## src/hw/rtl/frm_pkg.sv

```systemverilog
// Shared types, constants and the CRC-16 byte update for the frame FCS appender.
// No dependencies; every other RTL file of the block imports this package.
package frm_pkg;

    localparam logic [15:0] CRC_INIT  = 16'hFFFF;
    localparam logic [15:0] CRC_POLY  = 16'h1021;
    localparam logic [7:0]  FLAG_INIT = 8'h7E;

    typedef enum logic [1:0] {
        KIND_FLAG = 2'd0,
        KIND_BODY = 2'd1,
        KIND_FCS  = 2'd2
    } kind_t;

    // Position of the next beat within the group that one body byte causes.
    typedef enum logic [2:0] {
        STEP_OPEN   = 3'd0,
        STEP_BODY   = 3'd1,
        STEP_FCS_LO = 3'd2,
        STEP_FCS_HI = 3'd3,
        STEP_CLOSE  = 3'd4
    } step_t;

    typedef struct packed {
        logic [7:0] data_byte;
        logic       last_byte;
    } in_beat_t;

    typedef struct packed {
        logic [7:0] out_byte;
        kind_t      byte_kind;
        logic       run_last;
    } out_beat_t;

    // One accepted body byte with everything needed to send its beats.
    typedef struct packed {
        logic [7:0]  data_byte;
        logic        last_byte;
        logic        open_frame;
        logic [15:0] fcs;
    } frm_rec_t;

    // MSB-first CRC-16 update with polynomial 0x1021, one byte at a time.
    function automatic logic [15:0] crc_fold(input logic [15:0] crc, input logic [7:0] data);
        logic [15:0] c;
        c = crc ^ {data, 8'h00};
        for (int i = 0; i < 8; i++)
        begin
            if (c[15])
                c = {c[14:0], 1'b0} ^ CRC_POLY;
            else
                c = {c[14:0], 1'b0};
        end
        return c;
    endfunction

endpackage

```

## src/hw/rtl/frm_front.sv

```systemverilog
// Input stage of the frame FCS appender: running CRC, frame state and the item record.
// Depends on frm_pkg; the record is released by frm_emit when its last beat is sent.
module frm_front (
    input  logic              clk,
    input  logic              rst_n,
    input  logic              in_valid,
    output logic              in_stall,
    input  frm_pkg::in_beat_t in_beat,
    input  logic              release_rec,
    output logic              rec_valid,
    output frm_pkg::frm_rec_t rec
);
    import frm_pkg::*;

    logic        accept;
    logic [15:0] crc_fold_val;
    logic [15:0] crc_reg;
    logic [15:0] crc_next;
    logic        inside_reg;
    logic        inside_next;
    logic        rec_valid_reg;
    logic        rec_valid_next;
    frm_rec_t    rec_reg;
    frm_rec_t    rec_next;

    // A new byte may enter in the same cycle that the current record sends its final beat.
    assign in_stall = rec_valid_reg && !release_rec;
    assign accept   = in_valid && !in_stall;

    assign crc_fold_val = crc_fold(crc_reg, in_beat.data_byte);

    always_comb
    begin
        crc_next       = crc_reg;
        inside_next    = inside_reg;
        rec_valid_next = rec_valid_reg && !release_rec;
        rec_next       = rec_reg;
        if (accept)
        begin
            crc_next            = in_beat.last_byte ? CRC_INIT : crc_fold_val;
            inside_next         = !in_beat.last_byte;
            rec_valid_next      = 1'b1;
            rec_next.data_byte  = in_beat.data_byte;
            rec_next.last_byte  = in_beat.last_byte;
            rec_next.open_frame = !inside_reg;
            rec_next.fcs        = ~crc_fold_val;
        end
    end

    always_ff @(posedge clk or negedge rst_n)
    begin
        if (!rst_n)
        begin
            crc_reg       <= CRC_INIT;
            inside_reg    <= 1'b0;
            rec_valid_reg <= 1'b0;
        end
        else
        begin
            crc_reg       <= crc_next;
            inside_reg    <= inside_next;
            rec_valid_reg <= rec_valid_next;
        end
    end

    always_ff @(posedge clk)
    begin
        rec_reg <= rec_next;
    end

    assign rec_valid = rec_valid_reg;
    assign rec       = rec_reg;

endmodule

```

## src/hw/rtl/frm_emit.sv

```systemverilog
// Beat sequencer and output register of the frame FCS appender, plus the flag register.
// Depends on frm_pkg; takes the item record from frm_front.
module frm_emit (
    input  logic               clk,
    input  logic               rst_n,
    input  logic               cfg_we,
    input  logic [7:0]         cfg_wdata,
    input  logic               rec_valid,
    input  frm_pkg::frm_rec_t  rec,
    output logic               release_rec,
    output logic               out_valid,
    input  logic               out_stall,
    output frm_pkg::out_beat_t out_beat
);
    import frm_pkg::*;

    logic [7:0] flag_reg;
    logic [7:0] flag_next;
    step_t      step_reg;
    step_t      step_next;
    step_t      cur_step;
    logic       out_load;
    logic       advance;
    logic       final_beat;
    out_beat_t  beat;
    logic       out_valid_reg;
    logic       out_valid_next;
    out_beat_t  out_beat_reg;
    out_beat_t  out_beat_next;

    assign flag_next = cfg_we ? cfg_wdata : flag_reg;

    // A record that continues a frame skips the opening flag.
    always_comb
    begin
        cur_step = step_reg;
        if (step_reg == STEP_OPEN && !rec.open_frame)
            cur_step = STEP_BODY;
    end

    always_comb
    begin
        beat = '{out_byte: rec.data_byte, byte_kind: KIND_BODY, run_last: 1'b0};
        case (cur_step)
            STEP_OPEN:   beat = '{out_byte: flag_reg, byte_kind: KIND_FLAG, run_last: 1'b0};
            STEP_BODY:   beat = '{out_byte: rec.data_byte, byte_kind: KIND_BODY, run_last: 1'b0};
            STEP_FCS_LO: beat = '{out_byte: rec.fcs[7:0], byte_kind: KIND_FCS, run_last: 1'b0};
            STEP_FCS_HI: beat = '{out_byte: rec.fcs[15:8], byte_kind: KIND_FCS, run_last: 1'b0};
            STEP_CLOSE:  beat = '{out_byte: flag_reg, byte_kind: KIND_FLAG, run_last: 1'b0};
            default:     beat = '{out_byte: rec.data_byte, byte_kind: KIND_BODY, run_last: 1'b0};
        endcase
        final_beat    = rec.last_byte ? (cur_step == STEP_CLOSE) : (cur_step == STEP_BODY);
        beat.run_last = final_beat;
    end

    assign out_load    = !out_valid_reg || !out_stall;
    assign advance     = out_load && rec_valid;
    assign release_rec = advance && final_beat;

    always_comb
    begin
        step_next      = step_reg;
        out_valid_next = out_valid_reg;
        out_beat_next  = out_beat_reg;
        if (out_load)
        begin
            out_valid_next = rec_valid;
            out_beat_next  = beat;
        end
        if (advance)
        begin
            if (final_beat)
                step_next = STEP_OPEN;
            else
                step_next = step_t'(cur_step + 3'd1);
        end
    end

    always_ff @(posedge clk or negedge rst_n)
    begin
        if (!rst_n)
        begin
            flag_reg      <= FLAG_INIT;
            step_reg      <= STEP_OPEN;
            out_valid_reg <= 1'b0;
        end
        else
        begin
            flag_reg      <= flag_next;
            step_reg      <= step_next;
            out_valid_reg <= out_valid_next;
        end
    end

    always_ff @(posedge clk)
    begin
        out_beat_reg <= out_beat_next;
    end

    assign out_valid = out_valid_reg;
    assign out_beat  = out_beat_reg;

    // Check bytes and the closing flag belong only to a record that ends its frame.
    a_tail_needs_last: assert property (@(posedge clk) disable iff (!rst_n)
        rec_valid && (cur_step == STEP_FCS_LO || cur_step == STEP_FCS_HI
                      || cur_step == STEP_CLOSE) |-> rec.last_byte)
        else $error("frame tail step on a record that is not the last byte");

    // A check byte is never the final beat of its record, so another beat follows at once.
    a_fcs_followed: assert property (@(posedge clk) disable iff (!rst_n)
        out_valid && !out_stall && out_beat.byte_kind == KIND_FCS |=> out_valid)
        else $error("check byte sent without a following beat");

    // The sequencer returns to its start position whenever a record retires.
    a_step_rewinds: assert property (@(posedge clk) disable iff (!rst_n)
        release_rec |=> step_reg == STEP_OPEN)
        else $error("sequencer did not rewind after the last beat of a record");

    // Without a record the sequencer stays at its start position.
    a_idle_step: assert property (@(posedge clk) disable iff (!rst_n)
        !rec_valid |-> step_reg == STEP_OPEN)
        else $error("sequencer advanced without a record");

endmodule

```

## src/hw/rtl/frame_fcs_appender_top.sv

```systemverilog
// Top level of the frame FCS appender: ties the input stage to the beat sequencer.
// Depends on frm_pkg, frm_front and frm_emit.
//
// Each accepted body byte produces one to five output beats, one per clock while out_stall
// is low: the opening flag when it starts a frame, the byte itself, and after the byte marked
// last the inverted CRC-16 (poly 0x1021, init 0xFFFF) low byte, high byte and the closing flag.
// An input beat therefore occupies the block until the output register has taken the final
// output beat it causes: one beat for a byte in the middle of a frame, two for the opening
// byte, four for the last byte and five for a one-byte frame. The next input beat is taken in
// the same cycle as the final output beat of the current one. The first output beat of an
// input beat passes through the record register and then the output register.
// The flag register resets to 0x7E and should be written only while the block is idle.
module frame_fcs_appender_top (
    input  logic               clk,
    input  logic               rst_n,
    input  logic               cfg_we,
    input  logic [7:0]         cfg_wdata,
    input  logic               in_valid,
    output logic               in_stall,
    input  frm_pkg::in_beat_t  in_beat,
    output logic               out_valid,
    input  logic               out_stall,
    output frm_pkg::out_beat_t out_beat
);
    import frm_pkg::*;

    logic     rec_valid;
    frm_rec_t rec;
    logic     release_rec;

    frm_front u_front (
        .clk         (clk),
        .rst_n       (rst_n),
        .in_valid    (in_valid),
        .in_stall    (in_stall),
        .in_beat     (in_beat),
        .release_rec (release_rec),
        .rec_valid   (rec_valid),
        .rec         (rec)
    );

    frm_emit u_emit (
        .clk         (clk),
        .rst_n       (rst_n),
        .cfg_we      (cfg_we),
        .cfg_wdata   (cfg_wdata),
        .rec_valid   (rec_valid),
        .rec         (rec),
        .release_rec (release_rec),
        .out_valid   (out_valid),
        .out_stall   (out_stall),
        .out_beat    (out_beat)
    );

endmodule
```

## config.mk

```make
export PLATFORM = sky130hd
export DESIGN_NAME = frame_fcs_appender_top
export DESIGN_NICKNAME = d
export VERILOG_FILES = /design/src/hw/rtl/frm_pkg.sv /design/src/hw/rtl/frm_front.sv /design/src/hw/rtl/frm_emit.sv /design/src/hw/rtl/frame_fcs_appender_top.sv
export SDC_FILE = /design/constraint.sdc
export NUM_CORES = 1
export LEC_CHECK = 0
export BUFFER_PORTS_ARGS = -buffer_cell sky130_fd_sc_hd__buf_4
export CORE_MARGIN = 1.5
export CORE_UTILIZATION = 40
export CTS_CLUSTER_DIAMETER = 40
export CTS_CLUSTER_SIZE = 16
export DETAILED_ROUTE_END_ITERATION = 10
export SYNTH_ARGS = -nofsm -noshare
export SYNTH_HDL_FRONTEND = slang
export SYNTH_SLANG_ARGS = --single-unit
```

## constraint.sdc

```tcl
create_clock -name clk -period 4 [get_ports clk]
set_input_delay 0.2 -clock clk [delete_from_list [all_inputs] [get_ports clk]]
set_output_delay 0.2 -clock clk [all_outputs]
set_load 0.01 [all_outputs]
```

==> run_results.csv, run 1 <==
group,metric,value,unit
clocking,worstSkewPairLatency,340,ps
final_layout,fraction_of_final_layout_cells_sized_beyond_drive_strength_1,42.5,%
sta,period_share,77.6,%
global_route,grt_antenna_before_repair,0,
yosys,yosys_most_used_dff,"sky130_fd_sc_hd__edfxtp_1",
setup_path,timing.critical_path.cells,"nor3_1 > or2_1 > inv_1 > ha_1 > and3_2 > o21ai_2 > a21oi_4 > buf_4",
drt,route.final.wire_length,4930,µm
final_layout,nets,255,
drt,met3_length,175,µm
clocking,tritoncts,"done",
yosys,synth.most_common_cell,"sky130_fd_sc_hd__edfxtp_1",
sta,grt_setup_unrepaired,"no",
setup_path,slowest_delay,760,ps
global_route,grt_max_degree,31,
sta,final_period_minus_worst_setup_slack,3100,ps
sta,max-slew-margin-rel,40.3,%
drt,antenna_violating_nets_post_route,0,
sta,final.hold.worst_slack,60.8,ps
clocking,level_count_of_the_clock_h_tree,3,
global_route,overall_routing_resource_usage,14.0,%
setup_path,worst_ep_arrival_time,3140,ps
global_route,grt_pass1_vias,1581,
clocking,ctsRootBufferMaster,"sky130_fd_sc_hd__clkbuf_8",
setup_path,timing.critical_path.max_delay_family,"compound AO/OA/AOI/OAI gates",
drt,route.top_layer_used,"met4",
run,maxcap_violations,0,
worst_hold_path,min_delay_worst_type,"primary input to flip-flop",
die,floorplan.initialDensity,42.1,%
drt,iter_0_drt_violations,76,
setup_path,worst-path-buf-inv,2,
clocking,cts-root-to-sink-buffers,2,
yosys,synth_top_cell_by_area,"sky130_fd_sc_hd__edfxtp_1",
setup_path,timing.critical_path.fanout_max,30,
sta,hold_viol_final,0,
clocking,tritoncts_num_sinks,67,
global_route,first_pass_grt_wire_length,7990,µm
sta,setup_viol,0,
final_layout,largest_register_ff_count,26,
yosys,synthCells,189,
setup_path,critPathRequiredTime,4030,ps
drt,detailroute.via_count,1551,
placement,globalplace.congestion,0.747,
yosys,mappedNetlistNets,216,
drt,avgViaCountPerCell,4.71,
clocking,cts_made_buffers,9,
setup_path,crit_path_end_kind,"flip-flop",
sta,slew_violations,0,
drt,firstDrtPassIters,5,
drt,met2RoutedLength,2220,µm
placement,dp_hpwl,3420,µm
yosys,synth_top_cells_by_area,"sky130_fd_sc_hd__edfxtp_1, sky130_fd_sc_hd__dfstp_2, sky130_fd_sc_hd__dfrtp_1",
setup_path,crit_path_category,"flip-flop to flip-flop",
die,floorplan.die.height,88.4,µm
die,chipWidth,88.4,µm
power_and_ir_drop,power.density,758,nW/µm²
yosys,yosys.cell_types.count,33,
die,total_i_o_pin_count,35,
yosys,synth_edf_count,37,
drt,drt-wirelength-per-cell,15.0,µm
die,core_area,6940,µm²
sta,fin_skew,10.3,ps
yosys,asyncSetResetFlopFracSynth,44.8,%
die,fp.dieArea,7820,µm²
die,floorplan.rows,30,
power_and_ir_drop,leakage,0.00136,µW
drt,m1WireLength,2440,µm
yosys,syn-mean-instance-area,15.5,µm²
sta,fmax,322,MHz
power_and_ir_drop,worst_vdd_drop,0.000232,V
final_layout,antenna-diode-count,0,
global_route,overflow,0,
drt,post-route-drc-count,0,
final_layout,finalCoreUtilization,49.8,%
outcome,run_status,"finished, final reports clean",
sta,max_slew.worst_pin.slew,893,ps
final_layout,layout-area-overhead-vs-synth,18.5,%
setup_path,cp_slowest_cell,"sky130_fd_sc_hd__a21oi_4",
yosys,synth.yosys.seq_area_share,64.7,%
yosys,yosys.area.top_type_share,38.0,%
yosys,netlist_area,2920,µm²
setup_path,timing.critical_path.from_type,"flip-flop",
yosys,synth-warning-count,0,
yosys,ys_top_cells_by_count,"sky130_fd_sc_hd__edfxtp_1, sky130_fd_sc_hd__dfstp_2, sky130_fd_sc_hd__mux2_2",
clocking,worst_setup_hold_path_clk_slew,80,ps
sta,setup-tns-final,0,ps
placement,number_of_input_and_output_port_buffers_inserted,34,
yosys,synth.ff_latch_count,67,
what timing repair did:
action,4_1_cts,5_1_grt
setup buffers,0,0
setup endpoints to repair,0,0
hold buffers,1,0
endpoints found under the hold margin,8,0
gates resized for setup,0,0
layout make-up:
type	instances	area, µm²
tap	96	120
inverter	14	52.6
clock buffer	9	124
timing repair buffer	36	273
fill	611	3480
multi-input combinational	100	932
clock inverter	7	68.8
sequential	67	1890
path summary, 6_finish.rpt:
check	startpoint	to	slack, ps	cells past startpoint
setup / recovery	u_emit.step_reg[2]	u_front.rec[23]	900	8
hold / removal	in_beat[1]	u_front.rec[18]	60	1
setup reg to reg	u_emit.step_reg[2]	u_front.rec[23]	900	8
hold reg to reg	u_emit.step_reg[0]	u_emit.step_reg[0]	490	2
max in group asynchronous	rst_n	u_emit.flag_reg[3]	3320	2
min in group asynchronous	rst_n	u_emit.step_reg[1]	340	2
through the flow:
step                      area [µm²]  setup WS [ps]  std cells  total power [µW]
final                           3460            897        329              2620
after global placement          3260            976        312              2090
after global routing            3460            705        329              2800
after floorplan                 2920           1640        189              1840
after detailed placement        3260            929        312              2100
after CTS                       3460            888        329              2650
layer usage:
| layer | global-route usage, % | vias to the layer above |
|---|---|---|
| met5 | 0 | - |
| met4 | 6.82 | 0 |
| met3 | 3.45 | 9 |
| met2 | 20.9 | 40 |
| met1 | 19.3 | 739 |
| li1 | - | 763 |
cells in the final DEF, fill, tap and decap left out, types with 2 or more instances in the layout:
cell                          n
sky130_fd_sc_hd__nand2_1      5
sky130_fd_sc_hd__inv_1       14
sky130_fd_sc_hd__xor2_1      10
sky130_fd_sc_hd__clkinvlp_4   2
sky130_fd_sc_hd__mux2_2      16
sky130_fd_sc_hd__nand2b_1     9
sky130_fd_sc_hd__xnor2_1     11
sky130_fd_sc_hd__xnor2_2      3
sky130_fd_sc_hd__edfxtp_1    37
sky130_fd_sc_hd__a2bb2oi_1    8
sky130_fd_sc_hd__clkinv_2     3
sky130_fd_sc_hd__o31ai_1      3
sky130_fd_sc_hd__dfstp_2     22
sky130_fd_sc_hd__clkbuf_8     9
sky130_fd_sc_hd__dfrtp_1      8
sky130_fd_sc_hd__ha_1         5
sky130_fd_sc_hd__a222oi_1     8
sky130_fd_sc_hd__buf_4       35
sky130_fd_sc_hd__mux2i_1      8
power breakdown:
part | internal, µW | switching [µW] | leakage (µW)
Combinational | 426 | 477 | 0.000594
Sequential | 1070 | 100 | 0.000672
Clock | 285 | 262 | 0.0000950
Total | 1780 | 838 | 0.00136
cells by family (layout without fill, tap and decap cells):
logic type                 after synthesis  in the layout  synth area share [%]
AOI/OAI and AO/OA                       24             24                  7.71
xor gates and xnor gates                24             24                  7.97
adders and majority gates                5              5                  2.14
buffers and inverters                   22             66                  3.38
DFF                                     67             67                  64.7
muxes                                   25             25                  9.68
and+or+nand+nor                         22             22                  4.41
No activity file was read; power rests on OpenSTA's default activity.
==> run 2, diff against run 1 <==
==> constraint.sdc (replaced) <==
create_clock -name clk -period 2.6 [get_ports clk]
set_input_delay 0.13 -clock clk [delete_from_list [all_inputs] [get_ports clk]]
set_output_delay 0.13 -clock clk [all_outputs]
set_load 0.01 [all_outputs]
==> run 2 against run 1 <==
Compared with the run above:
- critical path depth did not move
- sequential share of layout area is 2.3 points lower
- clock power rose by 76%
- first-iteration DRC count up 46%
- critical endpoint is now in_stall
- largest cell class unchanged
- sequential cell count did not move
- design area is 4.3% higher
- via count rose by 1.6%
- combinational power increased by 58%
- largest power group unchanged
- cell count rose by 3.6%
==> run_results.csv, run 2 (synthesized netlist as in run 1, its figures left out) <==
group,metric,value,unit
drt,detailroute.via_count,1576,
setup_path,crit_path_end_kind,"primary output",
global_route,grt_max_degree,31,
die,core_area,6940,µm²
clocking,level_count_of_the_clock_h_tree,3,
placement,number_of_input_and_output_port_buffers_inserted,34,
drt,avgViaCountPerCell,4.62,
sta,fin_skew,7.95,ps
sta,max-slew-margin-rel,58.5,%
sta,max_slew.worst_pin.slew,622,ps
sta,setup-tns-final,0,ps
worst_hold_path,timing.hold.worst_path_depth,2,
setup_path,timing.critical_path.from_type,"flip-flop",
sta,final_period_minus_worst_setup_slack,2350,ps
final_layout,final_cell_mix,"sky130_fd_sc_hd__buf_4, sky130_fd_sc_hd__edfxtp_1, sky130_fd_sc_hd__dfstp_2",
final_layout,finalCoreUtilization,52.0,%
clocking,worst_setup_hold_path_clk_slew,70,ps
die,floorplan.initialDensity,42.1,%
drt,post-route-drc-count,0,
final_layout,largest_register_ff_count,26,
power_and_ir_drop,power.density,1160,nW/µm²
clocking,cts_made_buffers,9,
global_route,overall_routing_resource_usage,14.1,%
global_route,overflow,0,
setup_path,timing.critical_path.fanout_max,7,
drt,antenna_violating_nets_post_route,0,
final_layout,antenna-diode-count,0,
clocking,post-cts-setup-buffer-count,0,
drt,iter_0_drt_violations,111,
sta,setup_viol,0,
setup_path,critPathRequiredTime,2470,ps
placement,globalplace.congestion,0.806,
sta,grt_setup_unrepaired,"no",
clocking,ctsRootBufferMaster,"sky130_fd_sc_hd__clkbuf_8",
die,chipWidth,88.4,µm
placement,place_ws,231,ps
sta,slew_violations,0,
outcome,run_status,"finished, final reports clean",
drt,drt-wirelength-per-cell,14.4,µm
setup_path,crit_path_category,"flip-flop to primary output",
power_and_ir_drop,worst_vdd_drop,0.000500,V
die,floorplan.die.height,88.4,µm
sta,period_share,90.5,%
die,total_i_o_pin_count,35,
final_layout,nets,267,
final_layout,layout-area-overhead-vs-synth,23.6,%
die,fp.dieArea,7820,µm²
global_route,grt_antenna_before_repair,0,
worst_hold_path,min_delay_worst_type,"primary input to flip-flop",
setup_path,worst_ep_arrival_time,2220,ps
die,floorplan.rows,30,
global_route,first_pass_grt_wire_length,7890,µm
sta,final_critical_path_setup_slack,248,ps
drt,route.final.wire_length,4910,µm
clocking,tritoncts,"done",
placement,dp_hpwl,3530,µm
setup_path,reg2regPathDepth,7,
global_route,grt_pass1_vias,1576,
power_and_ir_drop,leakage,0.00143,µW
clocking,cts-root-to-sink-buffers,2,
clocking,tritoncts_num_sinks,67,
clocking,worstSkewPairLatency,330,ps
final_layout,layout.cells.most_common,"sky130_fd_sc_hd__buf_4",
run,maxcap_violations,0,
sta,hold_viol_final,0,
sta,fmax,425,MHz
final_layout,fraction_of_final_layout_cells_sized_beyond_drive_strength_1,41.2,%
drt,firstDrtPassIters,4,
==> run 2: where the power goes <==
| part | internal (µW) | leakage [µW] | total [µW] | switching [µW] |
|---|---|---|---|---|
| registers | 1650 | 0.000672 | 1800 | 150 |
| clock network | 591 | 0.000114 | 962 | 370 |
| logic | 686 | 0.000647 | 1430 | 741 |
==> run 2: cell type report <==
class	instances	area [µm²]
Tap cell	96	120
Clock buffer	12	155
Fill cell	609	3330
Timing Repair Buffer	48	385
Inverter	14	52.6
Sequential cell	67	1890
Multi-Input combinational cell	100	935
Clock inverter	4	72.6
==> run 2: repair_timing <==
item,4_1_cts,5_1_grt
resized for setup,0,1
setup endpoints to repair,0,1
hold buffers,9,1
hold endpoints to repair,16,1
==> run 2: final timing paths <==
path | startpoint | end | slack, ps
worst max-delay path | u_emit.step_reg[2] | in_stall | 250
worst min-delay path | cfg_wdata[2] | u_emit.flag_reg[2] | 30
worst max register to register | u_emit.step_reg[2] | u_front.inside_reg | 310
worst min register to register | u_emit.step_reg[0] | u_emit.step_reg[0] | 490
max in group asynchronous | rst_n | u_front.crc_reg[7] | 2010
min in group asynchronous | rst_n | u_emit.step_reg[0] | 270
==> run 2: per-stage QoR <==
step	area (µm²)	hold WS (ps)	std cells	power [µW]
2_1_floorplan	2920	-166	189	2830
3_3_place_gp	3280	92.6	315	3230
3_5_place_dp	3280	94.6	315	3240
4_1_cts	3600	2.13	340	4220
5_1_grt	3610	1.36	341	4460
6_report	3610	26.7	341	4190
==> run 2: worst max-delay path: stages, from the launching register on <==
cell and delay [ps]:
sky130_fd_sc_hd__dfrtp_1 460, sky130_fd_sc_hd__nor3_1 210, sky130_fd_sc_hd__or2_4 190, sky130_fd_sc_hd__inv_1 70, sky130_fd_sc_hd__ha_1 210, sky130_fd_sc_hd__and3_2 190, sky130_fd_sc_hd__o21ai_2 240, sky130_fd_sc_hd__and2_1 190
sky130_fd_sc_hd__buf_4 130
==> run 2: layer usage <==
layer / vias up / GRT usage [%] / part of all wire (%)
met1: 755 / 18.4 / 49
met5: - / 0 / 0
met2: 29 / 21.3 / 46
met3: 4 / 5.60 / 3.7
li1: 788 / - / -
met4: 0 / 5.11 / 1.0
==> run 3, diff against run 2 <==
==> constraint.sdc (replaced) <==
create_clock -name clk -period 2.5 [get_ports clk]
set_input_delay 0.125 -clock clk [delete_from_list [all_inputs] [get_ports clk]]
set_output_delay 0.125 -clock clk [all_outputs]
set_load 0.01 [all_outputs]
==> run 3 against run 2 <==
Compared with the run above:
- clock skew down 1.7 ps
- sequential cell count unchanged
- sequential share of layout area down 0.23 points
- cell count unchanged
- non-clock buffer count unchanged
- sequential power up 3%
- worst setup slack worse by 33 ps
- first-iteration DRC count down 5.4%
- core utilization up 0.23 points
- hold slack worse by 8.3 ps
- critical path type unchanged
- largest cell class unchanged
==> run_results.csv, run 3 (synthesized netlist as in run 1, its figures left out) <==
group,metric,value,unit
die,total_i_o_pin_count,35,
sta,fmax,438,MHz
global_route,grt_pass1_vias,1526,
die,fp.dieArea,7820,µm²
final_layout,largest_register_ff_count,26,
sta,final_critical_path_setup_slack,215,ps
setup_path,timing.critical_path.from_type,"flip-flop",
setup_path,worst_ep_arrival_time,2160,ps
final_layout,layout-area-overhead-vs-synth,24.2,%
clocking,worst_setup_hold_path_clk_slew,70,ps
sta,fin_skew,6.22,ps
drt,drt-wirelength-per-cell,14.5,µm
placement,number_of_input_and_output_port_buffers_inserted,34,
clocking,worstSkewPairLatency,340,ps
setup_path,timing.critical_path.fanout_max,5,
global_route,grt_antenna_before_repair,0,
sta,hold_viol_final,0,
clocking,tritoncts,"done",
sta,period_share,91.4,%
sta,grt_setup_unrepaired,"no",
placement,place_ws,196,ps
die,core_area,6940,µm²
clocking,cts-root-to-sink-buffers,2,
setup_path,critPathRequiredTime,2380,ps
placement,dp_hpwl,3370,µm
drt,post-route-drc-count,0,
worst_hold_path,min_delay_worst_type,"primary input to flip-flop",
die,floorplan.rows,30,
die,chipWidth,88.4,µm
drt,firstDrtPassIters,5,
sta,setup_viol,0,
drt,avgViaCountPerCell,4.66,
clocking,ctsRootBufferMaster,"sky130_fd_sc_hd__clkbuf_8",
die,floorplan.initialDensity,42.1,%
power_and_ir_drop,power.density,1220,nW/µm²
final_layout,final_cell_mix,"sky130_fd_sc_hd__buf_4, sky130_fd_sc_hd__edfxtp_1, sky130_fd_sc_hd__dfstp_2",
outcome,run_status,"finished, final reports clean",
setup_path,crit_path_end_kind,"primary output",
power_and_ir_drop,worst_vdd_drop,0.000340,V
drt,antenna_violating_nets_post_route,0,
final_layout,fraction_of_final_layout_cells_sized_beyond_drive_strength_1,41.2,%
drt,detailroute.via_count,1588,
clocking,cts_made_buffers,9,
clocking,tritoncts_num_sinks,67,
setup_path,crit_path_category,"flip-flop to primary output",
clocking,level_count_of_the_clock_h_tree,3,
sta,setup-tns-final,0,ps
sta,max-slew-margin-rel,62.0,%
drt,iter_0_drt_violations,105,
global_route,grt_max_degree,44,
global_route,overall_routing_resource_usage,14.1,%
final_layout,nets,267,
global_route,overflow,0,
power_and_ir_drop,leakage,0.00144,µW
sta,slew_violations,0,
final_layout,antenna-diode-count,0,
sta,final_period_minus_worst_setup_slack,2280,ps
die,floorplan.die.height,88.4,µm
placement,globalplace.congestion,0.771,
drt,route.final.wire_length,4930,µm
sta,max_slew.worst_pin.slew,568,ps
run,maxcap_violations,0,
global_route,first_pass_grt_wire_length,7840,µm
clocking,post-cts-setup-buffer-count,0,
[run 3: repair_timing]
item	CTS	global route
hold buffers	10	0
gates resized for setup	0	1
hold endpoints to repair	17	0
endpoints found under the setup margin	0	1
[run 3: final timing paths]
| path | startpoint | to | slack (ps) | depth (start not counted) |
|---|---|---|---|---|
| worst min register to register | u_emit.step_reg[0] | u_emit.step_reg[0] | 510 | 2 |
| min in group asynchronous | rst_n | u_front.rec_valid | 260 | 2 |
| worst max-delay path | u_emit.step_reg[1] | in_stall | 220 | 8 |
| worst max register to register | u_emit.step_reg[1] | u_front.crc_reg[4] | 260 | 8 |
| worst min-delay path | cfg_wdata[4] | u_emit.flag_reg[4] | 20 | 2 |
| max in group asynchronous | rst_n | u_front.crc_reg[12] | 1910 | 2 |
[run 3: layout make-up]
cell class | instances | area, µm²
Timing Repair Buffer | 48 | 398
Tap cell | 96 | 120
Inverter | 14 | 52.6
Clock inverter | 6 | 104
Multi-Input combinational cell | 100 | 935
Fill cell | 610 | 3320
Sequential cell | 67 | 1890
Clock buffer | 10 | 128
[run 3: metrics by stage]
stage               area (µm²)  hold WS, ps  util [%]  power [µW]  cells
global placement          3290         86.6      47.4        3370    315
CTS                       3620         7.95      52.2        4460    341
finish                    3630         18.4      52.2        4410    341
detailed placement        3290         91.0      47.4        3380    315
floorplan                 2920         -171         -        2950    189
global route              3630         11.2      52.2        4700    341
[run 3: per-layer routing]
metal / track usage [%] / part of all wire [%] / vias up
li1: - / - / 785
met1: 20.0 / 50 / 761
met2: 19.8 / 45 / 34
met3: 4.20 / 3.8 / 8
met4: 6.82 / 1.8 / 0
met5: 0 / 0 / -
[run 3: where the power goes]
part / internal, µW / switching, µW
combinational: 727 / 769
clock: 656 / 398
sequential: 1710 / 148
[run 3: worst max-delay path: stages, from the launching register on]
cell and delay, ps:
sky130_fd_sc_hd__dfrtp_1 420, sky130_fd_sc_hd__nor3_1 200, sky130_fd_sc_hd__or2_4 180, sky130_fd_sc_hd__inv_1 60, sky130_fd_sc_hd__ha_1 210, sky130_fd_sc_hd__and3_2 190, sky130_fd_sc_hd__o21ai_2 240, sky130_fd_sc_hd__and2_1 190
sky130_fd_sc_hd__buf_4 130
